<file path="src/sgam_pkg.sv">
`timescale 1ns / 1ps
// ----------------------------------------------------------------------------
// sgam_pkg: shared types and constants of the saturating gain audio mixer
// Item formats, command and status bundles, register indexes and limits.
// ----------------------------------------------------------------------------
package sgam_pkg;

  // default parameter values
  localparam int GAIN_FRAC_BITS_DEF = 12;
  localparam int ACC_WIDTH_DEF      = 40;

  // output sample limits
  localparam int SAMPLE_MAX = 32767;
  localparam int SAMPLE_MIN = -32768;

  // configuration port
  localparam int          CFG_ADDR_W      = 3;
  localparam int          CFG_DATA_W      = 32;
  localparam logic [15:0] MASTER_GAIN_RST = 16'd4096;

  // register index, taken from paddr bit 2
  localparam logic REG_MASTER_GAIN_CH0 = 1'b0;
  localparam logic REG_MASTER_GAIN_CH1 = 1'b1;

  // sample_format codes
  localparam logic FMT_16BIT = 1'b0;
  localparam logic FMT_32BIT = 1'b1;

  // input item
  typedef struct packed {
    logic signed [31:0] source_sample;
    logic               sample_format;
    logic        [15:0] source_gain;
    logic               out_channel;
    logic               last_source;
  } sgam_in_t;

  // result item
  typedef struct packed {
    logic signed [15:0] mixed_sample;
    logic               clipped;
    logic               sample_channel;
  } sgam_out_t;

  // controller to datapath
  typedef struct packed {
    logic load_in;
    logic mac;
    logic mul;
    logic fin;
  } sgam_cmd_t;

  // datapath to controller
  typedef struct packed {
    logic last;
  } sgam_sts_t;

endpackage

</file>
<file path="src/sgam_ctrl.sv">
`timescale 1ns / 1ps
// ----------------------------------------------------------------------------
// sgam_ctrl: mixer sequencer
// Steps each item through load, accumulate and, for the last contribution,
// master multiply and finish; owns both handshakes.
// ----------------------------------------------------------------------------
module sgam_ctrl (
  input  logic               clk,
  input  logic               rst_n,
  input  logic               in_valid,
  output logic               in_ready,
  output logic               out_valid,
  input  logic               out_ready,
  output sgam_pkg::sgam_cmd_t cmd,
  input  sgam_pkg::sgam_sts_t sts
);
  import sgam_pkg::*;

  typedef enum logic [3:0] {
    S_IDLE = 4'b0001,
    S_MAC  = 4'b0010,
    S_MUL  = 4'b0100,
    S_FIN  = 4'b1000
  } state_t;

  state_t state_r, state_nxt;
  logic   out_valid_r, out_valid_nxt;

  // next state and commands
  always_comb begin
    state_nxt = state_r;
    cmd       = '0;
    in_ready  = 1'b0;
    case (state_r)
      S_IDLE: begin
        in_ready = 1'b1;
        if (in_valid) begin
          cmd.load_in = 1'b1;
          state_nxt   = S_MAC;
        end
      end
      S_MAC: begin
        cmd.mac   = 1'b1;
        state_nxt = sts.last ? S_MUL : S_IDLE;
      end
      S_MUL: begin
        cmd.mul   = 1'b1;
        state_nxt = S_FIN;
      end
      S_FIN: begin
        // wait for room in the output register
        if (!out_valid_r || out_ready) begin
          cmd.fin   = 1'b1;
          state_nxt = S_IDLE;
        end
      end
      default: state_nxt = S_IDLE;
    endcase
  end

  // output valid flag
  always_comb begin
    if (cmd.fin) begin
      out_valid_nxt = 1'b1;
    end else if (out_ready) begin
      out_valid_nxt = 1'b0;
    end else begin
      out_valid_nxt = out_valid_r;
    end
  end

  always_ff @(posedge clk) begin
    if (!rst_n) begin
      state_r     <= S_IDLE;
      out_valid_r <= 1'b0;
    end else begin
      state_r     <= state_nxt;
      out_valid_r <= out_valid_nxt;
    end
  end

  assign out_valid = out_valid_r;

endmodule

</file>
<file path="src/sgam_dp.sv">
`timescale 1ns / 1ps
// ----------------------------------------------------------------------------
// sgam_dp: mixer datapath
// Sample conversion, source gain multiply-accumulate, split master gain
// multiply, floor scaling, saturation and the output register.
// ----------------------------------------------------------------------------
module sgam_dp #(
  parameter int GAIN_FRAC_BITS = sgam_pkg::GAIN_FRAC_BITS_DEF,
  parameter int ACC_WIDTH      = sgam_pkg::ACC_WIDTH_DEF
) (
  input  logic                clk,
  input  logic                rst_n,
  input  sgam_pkg::sgam_cmd_t cmd,
  output sgam_pkg::sgam_sts_t sts,
  input  sgam_pkg::sgam_in_t  in_data,
  input  logic [15:0]         master_gain_ch0,
  input  logic [15:0]         master_gain_ch1,
  output sgam_pkg::sgam_out_t out_data
);
  import sgam_pkg::*;

  localparam int PROD_W = 33;
  localparam int EXT_W  = (ACC_WIDTH > PROD_W) ? ACC_WIDTH : PROD_W;
  localparam int LO_W   = ACC_WIDTH / 2;
  localparam int HI_W   = ACC_WIDTH - LO_W;
  localparam int PL_W   = LO_W + 16;
  localparam int PH_W   = HI_W + 17;
  localparam int FULL_W = ACC_WIDTH + 17;
  localparam int SHIFT  = 2 * GAIN_FRAC_BITS;
  localparam logic signed [FULL_W-1:0] MAX_V = FULL_W'(SAMPLE_MAX);
  localparam logic signed [FULL_W-1:0] MIN_V = FULL_W'(SAMPLE_MIN);

  sgam_in_t                   in_r;
  logic signed [ACC_WIDTH-1:0] acc_r, acc_nxt;
  logic        [PL_W-1:0]     pl_r;
  logic signed [PH_W-1:0]     ph_r;
  sgam_out_t                  out_r, out_nxt;

  logic signed [15:0]         smp;
  logic signed [15:0]         quo;
  logic signed [PROD_W-1:0]   prod;
  logic signed [EXT_W-1:0]    prod_ext;
  logic        [15:0]         mg;
  logic signed [FULL_W-1:0]   ph_ext, pl_ext, full, scaled;

  // sample conversion, 32-bit form truncated toward zero
  always_comb begin
    quo = in_r.source_sample[31:16];
    if (in_r.source_sample[31] && (in_r.source_sample[15:0] != 16'd0)) begin
      quo = quo + 16'sd1;
    end
    if (in_r.sample_format == FMT_32BIT) begin
      smp = quo;
    end else begin
      smp = in_r.source_sample[15:0];
    end
  end

  // source gain product and wrapping accumulate
  assign prod     = PROD_W'(smp) * PROD_W'($signed({1'b0, in_r.source_gain}));
  assign prod_ext = EXT_W'(prod);
  assign acc_nxt  = acc_r + prod_ext[ACC_WIDTH-1:0];

  // master gain of the chosen channel
  assign mg = in_r.out_channel ? master_gain_ch1 : master_gain_ch0;

  // recombine partial products, floor shift, saturate
  always_comb begin
    ph_ext = FULL_W'(ph_r);
    pl_ext = $signed(FULL_W'(pl_r));
    full   = (ph_ext <<< LO_W) + pl_ext;
    scaled = full >>> SHIFT;
    out_nxt.sample_channel = in_r.out_channel;
    if (scaled > MAX_V) begin
      out_nxt.mixed_sample = 16'(SAMPLE_MAX);
      out_nxt.clipped      = 1'b1;
    end else if (scaled < MIN_V) begin
      out_nxt.mixed_sample = 16'(SAMPLE_MIN);
      out_nxt.clipped      = 1'b1;
    end else begin
      out_nxt.mixed_sample = scaled[15:0];
      out_nxt.clipped      = 1'b0;
    end
  end

  // accumulator, clears after each emission
  always_ff @(posedge clk) begin
    if (!rst_n) begin
      acc_r <= '0;
    end else if (cmd.fin) begin
      acc_r <= '0;
    end else if (cmd.mac) begin
      acc_r <= acc_nxt;
    end
  end

  // payload registers
  always_ff @(posedge clk) begin
    if (cmd.load_in) begin
      in_r <= in_data;
    end
    if (cmd.mul) begin
      pl_r <= PL_W'(acc_r[LO_W-1:0]) * PL_W'(mg);
      ph_r <= PH_W'($signed(acc_r[ACC_WIDTH-1:LO_W])) * PH_W'($signed({1'b0, mg}));
    end
    if (cmd.fin) begin
      out_r <= out_nxt;
    end
  end

  assign sts.last = in_r.last_source;
  assign out_data = out_r;

endmodule

</file>
<file path="src/saturating_gain_audio_mixer.sv">
`timescale 1ns / 1ps
// ----------------------------------------------------------------------------
// saturating_gain_audio_mixer: gain, sum and saturate mixer for 16-bit audio
// Register file for the master gains plus sequencer and datapath.
// ----------------------------------------------------------------------------
// Each input item is one source contribution: it is converted to 16 bits,
// scaled by its Q4.12 source gain and added into a wrapping accumulator. An
// item without last_source goes through load and multiply-accumulate; the
// last contribution then has the master gain multiply split into two
// half-width partial products, which are then recombined, floor shifted and
// saturated into the output register; this finish step holds for as long
// as the previous result still waits in the output register. The next
// item is accepted while a result waits in that register. Master gains sit at
// byte address 0 (channel 0) and 4 (channel 1), reset to unity (4096), and
// must only be written while no item is in flight.
module saturating_gain_audio_mixer #(
  parameter int GAIN_FRAC_BITS = sgam_pkg::GAIN_FRAC_BITS_DEF,
  parameter int ACC_WIDTH      = sgam_pkg::ACC_WIDTH_DEF
) (
  input  logic                                clk,
  input  logic                                rst_n,
  input  logic                                in_valid,
  output logic                                in_ready,
  input  sgam_pkg::sgam_in_t                  in_data,
  output logic                                out_valid,
  input  logic                                out_ready,
  output sgam_pkg::sgam_out_t                 out_data,
  input  logic                                cfg_psel,
  input  logic                                cfg_penable,
  input  logic                                cfg_pwrite,
  input  logic [sgam_pkg::CFG_ADDR_W-1:0]     cfg_paddr,
  input  logic [sgam_pkg::CFG_DATA_W-1:0]     cfg_pwdata,
  output logic [sgam_pkg::CFG_DATA_W-1:0]     cfg_prdata,
  output logic                                cfg_pready
);
  import sgam_pkg::*;

  logic [15:0] master_gain_ch0_r;
  logic [15:0] master_gain_ch1_r;
  logic        cfg_wr;
  logic        cfg_idx;
  sgam_cmd_t   cmd;
  sgam_sts_t   sts;

  // register write decode
  assign cfg_pready = 1'b1;
  assign cfg_wr     = cfg_psel && cfg_penable && cfg_pwrite;
  assign cfg_idx    = cfg_paddr[2];

  always_ff @(posedge clk) begin
    if (!rst_n) begin
      master_gain_ch0_r <= MASTER_GAIN_RST;
      master_gain_ch1_r <= MASTER_GAIN_RST;
    end else if (cfg_wr) begin
      if (cfg_idx == REG_MASTER_GAIN_CH0) begin
        master_gain_ch0_r <= cfg_pwdata[15:0];
      end else begin
        master_gain_ch1_r <= cfg_pwdata[15:0];
      end
    end
  end

  // register read
  always_comb begin
    if (cfg_idx == REG_MASTER_GAIN_CH1) begin
      cfg_prdata = CFG_DATA_W'(master_gain_ch1_r);
    end else begin
      cfg_prdata = CFG_DATA_W'(master_gain_ch0_r);
    end
  end

  sgam_ctrl u_ctrl (
    .clk       (clk),
    .rst_n     (rst_n),
    .in_valid  (in_valid),
    .in_ready  (in_ready),
    .out_valid (out_valid),
    .out_ready (out_ready),
    .cmd       (cmd),
    .sts       (sts)
  );

  sgam_dp #(
    .GAIN_FRAC_BITS (GAIN_FRAC_BITS),
    .ACC_WIDTH      (ACC_WIDTH)
  ) u_dp (
    .clk             (clk),
    .rst_n           (rst_n),
    .cmd             (cmd),
    .sts             (sts),
    .in_data         (in_data),
    .master_gain_ch0 (master_gain_ch0_r),
    .master_gain_ch1 (master_gain_ch1_r),
    .out_data        (out_data)
  );

endmodule

</file>
<file path="config.mk">
export PLATFORM = sky130hd
export DESIGN_NAME = saturating_gain_audio_mixer
export DESIGN_NICKNAME = d
export VERILOG_FILES = /design/src/sgam_pkg.sv /design/src/sgam_ctrl.sv /design/src/sgam_dp.sv /design/src/saturating_gain_audio_mixer.sv
export SDC_FILE = /design/constraint.sdc
export NUM_CORES = 2
export LEC_CHECK = 0
export ABC_CLOCK_PERIOD_IN_PS = 10300
export BUFFER_PORTS_ARGS = -buffer_cell sky130_fd_sc_hd__buf_4
export CAP_MARGIN = 20
export CORE_MARGIN = 2
export CORE_UTILIZATION = 66
export CTS_BUF_LIST = sky130_fd_sc_hd__clkbuf_8
export DETAILED_ROUTE_END_ITERATION = 6
export PLACE_DENSITY = 0.91
export SYNTH_ARGS = -nofsm -noshare
export SYNTH_HDL_FRONTEND = slang
export SYNTH_SLANG_ARGS = --single-unit
</file>
<file path="constraint.sdc">
create_clock -name clk -period 10.3 [get_ports clk]
set_clock_uncertainty 0.1 [all_clocks]
set_input_delay 2.575 -clock clk [delete_from_list [all_inputs] [get_ports clk]]
set_output_delay 2.575 -clock clk [all_outputs]
set_load 0.01 [all_outputs]
</file>
=== Word level (Yosys, flattened, before mapping) ===
Cells that the tools add are included.

* $add $sub $neg: 3
* Equality and inequality tests: 6
* Order comparisons: 2
* Bitwise logic cells: 2
* Mux-type cells: 18
* Multiply operators: 3
* Reduce and logical (&&, ||, !) cells: 11

{| class="wikitable"
|+ Operators with widths
! operator !! count
|-
| 16-bit two-way mux || 4
|-
| 57-bit by 37-bit adder with 57-bit output || 1
|-
| 40-bit adder || 1
|-
| 20-bit by 17-bit multiplier with 37-bit output || 1
|-
| 20-bit by 16-bit multiplier with 36-bit output || 1
|-
| 33-bit by 16-bit > comparator with 1-bit output (second input constant) || 1
|-
| 33-bit by 16-bit less-than comparator with 1-bit output (second input constant) || 1
|-
| 16-bit by 17-bit multiplier with 33-bit output || 1
|-
| 17-bit two-way mux || 1
|-
| 16-bit by 2-bit adder with 16-bit output (second input constant) || 1
|-
| 4-bit one-hot mux with 4 select lines || 1
|-
| 16-bit nonzero test || 1
|-
| 1-bit two-way mux || 9
|-
| 4-bit two-way mux || 2
|-
| 2-bit AND reduction || 3
|-
| 4-bit by 1-bit equality test with 1-bit output (second input constant) || 1
|-
| 4-bit by 2-bit equality test with 1-bit output (second input constant) || 1
|-
| 4-bit by 3-bit equality test with 1-bit output (second input constant) || 1
|-
| 4-bit equality test (second input constant) || 1
|-
| 1-bit logical AND || 3
|-
| 3-bit two-way mux || 1
|-
| 2-bit by 1-bit != test with 1-bit output (second input constant) || 1
|-
| 2-bit != test (second input constant) || 1
|-
| 1-bit NOT || 2
|-
| other kinds (4) || 4
|}

* Bits in registers: 219
* Output and inout port bits: 53
* Input bits: 93
* Word-level logic and storage cells: 60

=== Longest topological paths before layout ===
* Depth after elaboration: 6
* Gate-level depth with buffers: 44
* Gate-level depth less buffers: 42

=== Cells and area by module ===
From an unflattened synthesis, not the netlist that was laid out.

* Cell total of the unflattened synthesis: 4418
* Area total of the unflattened synthesis: 40908.0 µm²

{| class="wikitable"
|+ By module, submodules not included
! module !! instances !! area each (µm²) !! cells each !! sequential area each (µm²)
|-
| sgam_dp || 1 || 39051.2 || 4230 || 4464.3
|-
| saturating_gain_audio_mixer || 1 || 1581.5 || 161 || 640.6
|-
| sgam_ctrl || 1 || 275.3 || 27 || 100.1
|}

=== Least setup slack after synthesis ===
Ideal clock, no wire load.

* Kind: register to register
* Start point: register u_dp.in_r[34] (netlist name)
* End point: register u_dp.acc_r[38]
* Path buffers: 1
* Clock period less this slack: 9.132 ns
* Slack: 1.168 ns
* Required time: 10.082 ns
* Cell stages (with the launch flop): 38
* Setup time: 0.118 ns
* Arrival: 8.914 ns
* Path through: edfxtp_1 -> nor4_1 -> a41oi_1 -> and4_1 -> and3_1 -> xnor2_1 -> a21oi_1 -> clkbuf_1 -> and2_1 -> fa_1 -> inv_1 -> fa_1 -> fa_1 -> inv_1 -> fa_1 -> fa_1 -> inv_1 -> fa_1 -> [2 not listed] -> a21o_1 -> a21oi_1 -> o21ai_0 -> o21a_1 -> o21ai_0 -> a21oi_1 -> o21a_1 -> or4_1 -> nand3_1 -> ha_1 -> a211o_1 -> or3_1 -> or2_4 -> a311o_1 -> a31oi_1 -> o31ai_1 -> xnor2_1 -> o21ai_1

* Cells in the longest elaborated chain, start to end: 6

{| class="wikitable"
|+ Ends and longest elaborated chain
! item !! line !! text
|-
| start: declaration || sgam_dp.sv:33 || <nowiki>sgam_in_t in_r;</nowiki>
|-
| start signal: assignment || sgam_dp.sv:100 || <nowiki>in_r <= in_data;</nowiki>
|-
| 16-bit nonzero test || sgam_dp.sv:49 || <nowiki>if (in_r.source_sample[31] && (in_r.source_sample[15:0] != 16'd0)) begin</nowiki>
|-
| 1-bit logical AND || sgam_dp.sv:49 ||
|-
| 16-bit two-way mux || sgam_dp.sv:49 ||
|-
| 16-bit two-way mux (*) || sgam_dp.sv:52 || <nowiki>if (in_r.sample_format == FMT_32BIT) begin</nowiki>
|-
| 16-bit by 17-bit multiplier with 33-bit output (*) || sgam_dp.sv:60 || <nowiki>assign prod = PROD_W'(smp) * PROD_W'($signed({1'b0, in_r.source_gain}));</nowiki>
|-
| 40-bit adder (*) || sgam_dp.sv:62 || <nowiki>assign acc_nxt = acc_r + prod_ext[ACC_WIDTH-1:0];</nowiki>
|-
| end signal: assignment || sgam_dp.sv:93 || <nowiki>acc_r <= acc_nxt;</nowiki>
|-
| end: declaration || sgam_dp.sv:34 || <nowiki>logic signed [ACC_WIDTH-1:0] acc_r, acc_nxt;</nowiki>
|}

Mark *: on every way between the ends. The rest lies on a longest branch, timed or not.
A chain may end at the register's enable or synchronous reset.

=== Worst setup path in the final report ===
* Start point: register u_dp.in_r[29] (netlist name)
* End point: register u_dp.acc_r[28]

Same word-level chain as after synthesis.

==> impl_metrics.py <==
metrics = {
    "timing": {
        "post-route-period-util_pct": 96.5,
        "timing_worst_slew_pin_value_ns": 1.10,
        "hold_viol": 0,
        "finalSetupViolations": 0,
        "timing.fmax_mhz": 101,
        "layout_setup_ws_ns": 0.358,
        "maxSlewHeadroom_pct": 26.5,
        "final.min_clock_period_ns": 9.94,
        "final_max_slew_viol_count": 0,
    },
    "clock_network": {
        "cts_buffers": 17,
        "ctsHtreeMaxLevel": 4,
        "tritoncts": "built",
        "clock_path_buffers": 2,
        "number_of_resized_instances_in_the_post_cts_repair_step": 0,
        "cts.hold.buffers_added": 0,
        "clock_slew_at_reported_path_ffs_ns": 0.12,
        "root_buffer": "sky130_fd_sc_hd__clkbuf_8",
        "post-cts-setup-buffer-count": 0,
        "clock_sinks": 199,
        "worst_skew_pair.late_latency_ns": 0.61,
    },
    "die": {
        "fp.dieW_um": 252,
        "fp.dieH_um": 252,
        "initial_standard_cell_utilization_of_the_core_pct": 66.4,
        "boundaryPins": 146,
        "num_rows": 91,
        "core_area_um2": 61400,
        "die-area_um2": 63700,
    },
    "layout": {
        "layout-area-overhead-vs-synth_pct": 4.77,
        "most_common_cell_after_layout_fill_and_taps_aside": "sky130_fd_sc_hd__inv_1",
        "layout-drive-gt1-share_pct": 6.13,
        "layout.cells.most_common_list": "sky130_fd_sc_hd__inv_1 (911), sky130_fd_sc_hd__fa_1 (765), sky130_fd_sc_hd__nand2_1 (702), sky130_fd_sc_hd__ha_1 (378), sky130_fd_sc_hd__and2_1 (344)",
        "finish.instance_area_um2": 42700,
        "finalCoreUtilization_pct": 69.6,
        "final_nets": 5680,
    },
    "yosys": {
        "synth.mux.area_fraction_pct": 1.06,
        "synth-seq-area-share_pct": 12.8,
        "avg_cell_area_syn_um2": 9.16,
        "synth_area_leaders": "sky130_fd_sc_hd__fa_1 (38%), sky130_fd_sc_hd__ha_1 (12%), sky130_fd_sc_hd__edfxtp_1 (9.0%), sky130_fd_sc_hd__inv_1 (8.4%), sky130_fd_sc_hd__nand2_1 (6.5%)",
        "synthFlopType": "sky130_fd_sc_hd__edfxtp_1",
        "synth_enable_flop_cells": 122,
        "syn-cell-area_um2": 40700,
        "combinational_family_with_the_most_area_after_synthesis": "adder cells",
        "synth_area_leader_cell": "sky130_fd_sc_hd__fa_1",
        "synth.yosys.warnings": 0,
        "yosys.area.top_type_share_pct": 37.6,
        "yosys.area_share.adder_pct": 49.2,
        "synth-xor-area-share_pct": 2.92,
        "compound_gate_portion_of_the_synthesized_area_pct": 7.65,
        "ys_ff_latch": 199,
        "synthCells": 4449,
        "async_reset_ff_share_pct": 0,
        "synth.lib_cells_used.distinct": 89,
        "synth-simple-area-share_pct": 16.0,
    },
    "route": {
        "initialDrtViolationCount": 2620,
        "wl_um": 99000,
        "avgRoutedWirePerCell_um": 18.9,
        "detailedRoute.firstPassIterationCount": 6,
        "antenna_violating_nets_left": 0,
        "num_vias": 31300,
        "drc_errors": 0,
        "routed_via_density": 5.96,
    },
    "placed_design": {
        "placed_cell_area_um2": 42100,
        "place_congestion": 0.902,
        "numPortBuffers": 110,
        "post-dp-hpwl_um": 76300,
        "placement.setup.worst_slack_ns": 0.230,
    },
    "critical_path": {
        "end_kind": "register",
        "r2r_slack_ns": 0.36,
        "delay_of_the_slowest_cell_on_the_worst_path_ns": 0.57,
        "critical_path.slowest_cell": "sky130_fd_sc_hd__fa_1",
        "cp_required_ns": 10.74,
        "start_kind": "register",
        "worst-path-max-fanout": 12,
        "crit_arrival_ns": 10.38,
        "setup.worst_path.class": "reg -> reg",
    },
    "worst_hold_path": {
        "worst_hold_path_type": "reg -> reg",
    },
    "flow_run": {
        "cap_violations": 0,
    },
    "global_routing": {
        "grt-busiest-layer": "met2",
        "first_global_vias": 33800,
        "globalRouteOverflowTotal": 0,
        "grt_first_pass_wirelength_um": 163000,
        "grt_util_met3_pct": 6.55,
        "grt_usage_pct": 32.3,
        "grt_max_degree": 55,
        "global_route.usage.met1_pct": 38.6,
        "antenna_found_initial": 5,
        "grt.met2_usage_pct": 55.1,
    },
    "power": {
        "power.combinational.fraction_pct": 88.0,
        "totalPowerFinal_uw": 13900,
        "pwr-share-clk_pct": 4.1,
        "static-leakage-power_uw": 0.0201,
        "power_density_nw_per_um2": 326,
        "power.share.switching_pct": 55.7,
        "switching_power_uw": 7750,
        "ir_drop_mv": 0.921,
        "cellInternalPower_uw": 6170,
        "power.share.sequential_pct": 7.9,
    },
    "run_status": {
        "status": "complete, no violations",
    },
}
## cells in the mapped netlist, types with 17 or more instances
master	count
sky130_fd_sc_hd__ha_1	378
sky130_fd_sc_hd__nand2b_1	26
sky130_fd_sc_hd__fa_1	765
sky130_fd_sc_hd__and3_1	18
sky130_fd_sc_hd__or3_1	17
sky130_fd_sc_hd__a211oi_1	19
sky130_fd_sc_hd__nor2_1	92
sky130_fd_sc_hd__nand3_1	47
sky130_fd_sc_hd__and2_1	345
sky130_fd_sc_hd__nor2b_1	34
sky130_fd_sc_hd__clkbuf_1	158
sky130_fd_sc_hd__o21a_1	22
sky130_fd_sc_hd__mux2_2	32
sky130_fd_sc_hd__xor2_1	41
sky130_fd_sc_hd__nor3_1	30
sky130_fd_sc_hd__edfxtp_1	122
sky130_fd_sc_hd__dfxtp_1	77
sky130_fd_sc_hd__a21o_1	59
sky130_fd_sc_hd__nand2_1	702
sky130_fd_sc_hd__inv_1	911
sky130_fd_sc_hd__o21ai_0	62
sky130_fd_sc_hd__a21boi_0	36
sky130_fd_sc_hd__buf_4	17
sky130_fd_sc_hd__a21oi_1	144
sky130_fd_sc_hd__xnor2_1	93
## metal layers
metal	share of wire, %	vias up	wire [um]
met3	9.3	420	9230
met2	50	1661	49700
met5	0	-	0
li1	-	13600	-
met4	5.0	0	4920
met1	35	15500	35100
## registers in the layout (all words and copies together), names as in the netlist, 4 cells and up
signal and cells:
u_dp.in_r 50, u_dp.acc_r 40, u_dp.ph_r 37, u_dp.out_data 18
master_gain_ch0_r 16, master_gain_ch1_r 16, u_dp.pl_r 16, u_ctrl.state_r 4
## cell type report
cell class              count  area (um^2)
multi-input cells        3163        31500
repair buffers            152         1160
well taps                 790          988
inverters                 911         3420
flip-flops and latches    199         5200
clock inverters            15          191
clock buffers              17          234
fillers                  4238        18700
diodes                      1         2.50
## power by group through the flow
| stage | sequential (uW) | combinational [uW] | clock (uW) |
|---|---|---|---|
| 2_1_floorplan | 954 | 9650 | 0 |
| 3_5_place_dp | 1090 | 11900 | 0 |
| 5_1_grt | 1090 | 13700 | 607 |
| 4_1_cts | 1070 | 12000 | 583 |
| 6_report | 1090 | 12300 | 575 |
| 3_3_place_gp | 1090 | 11600 | 0 |
## path summary, 6_finish.rpt
| path | endpoint | startpoint | cells past startpoint |
|---|---|---|---|
| worst max-delay path | u_dp.acc_r[28] | u_dp.in_r[29] | 39 |
| worst max register to register | u_dp.acc_r[28] | u_dp.in_r[29] | 39 |
| worst min-delay path | master_gain_ch0_r[5] | master_gain_ch0_r[5] | 2 |
| worst min register to register | master_gain_ch0_r[5] | master_gain_ch0_r[5] | 2 |
## through the flow
| stage | hold WS, ns | instances | TNS (ns) |
|---|---|---|---|
| floorplan | 0.321 | 4464 | 0 |
| global placement | 0.359 | 5214 | 0 |
| detailed placement | 0.368 | 5214 | 0 |
| CTS | 0.387 | 5246 | 0 |
| global route | 0.409 | 5248 | -0.199 |
| finish | 0.387 | 5248 | 0 |
## cells by family after synthesis
logic type,Yosys count
AOI/OAI and AO/OA,462
muxes,39
other,2
and+or+nand+nor,1367
DFF,199
xor gates and xnor gates,135
adders and majority gates,1143
buffers and inverters,1102
## critical path, delay by kind of cell, from the launching register on
family,cells,cell delay (ns)
flops,1,0.48
xor+xnor,2,0.24
buf+inv,7,0.64
simple gates,9,1.87
compound gates,13,2.86
fa+ha+maj,8,3.67
Note: power is estimated with default switching activity, not from simulation.
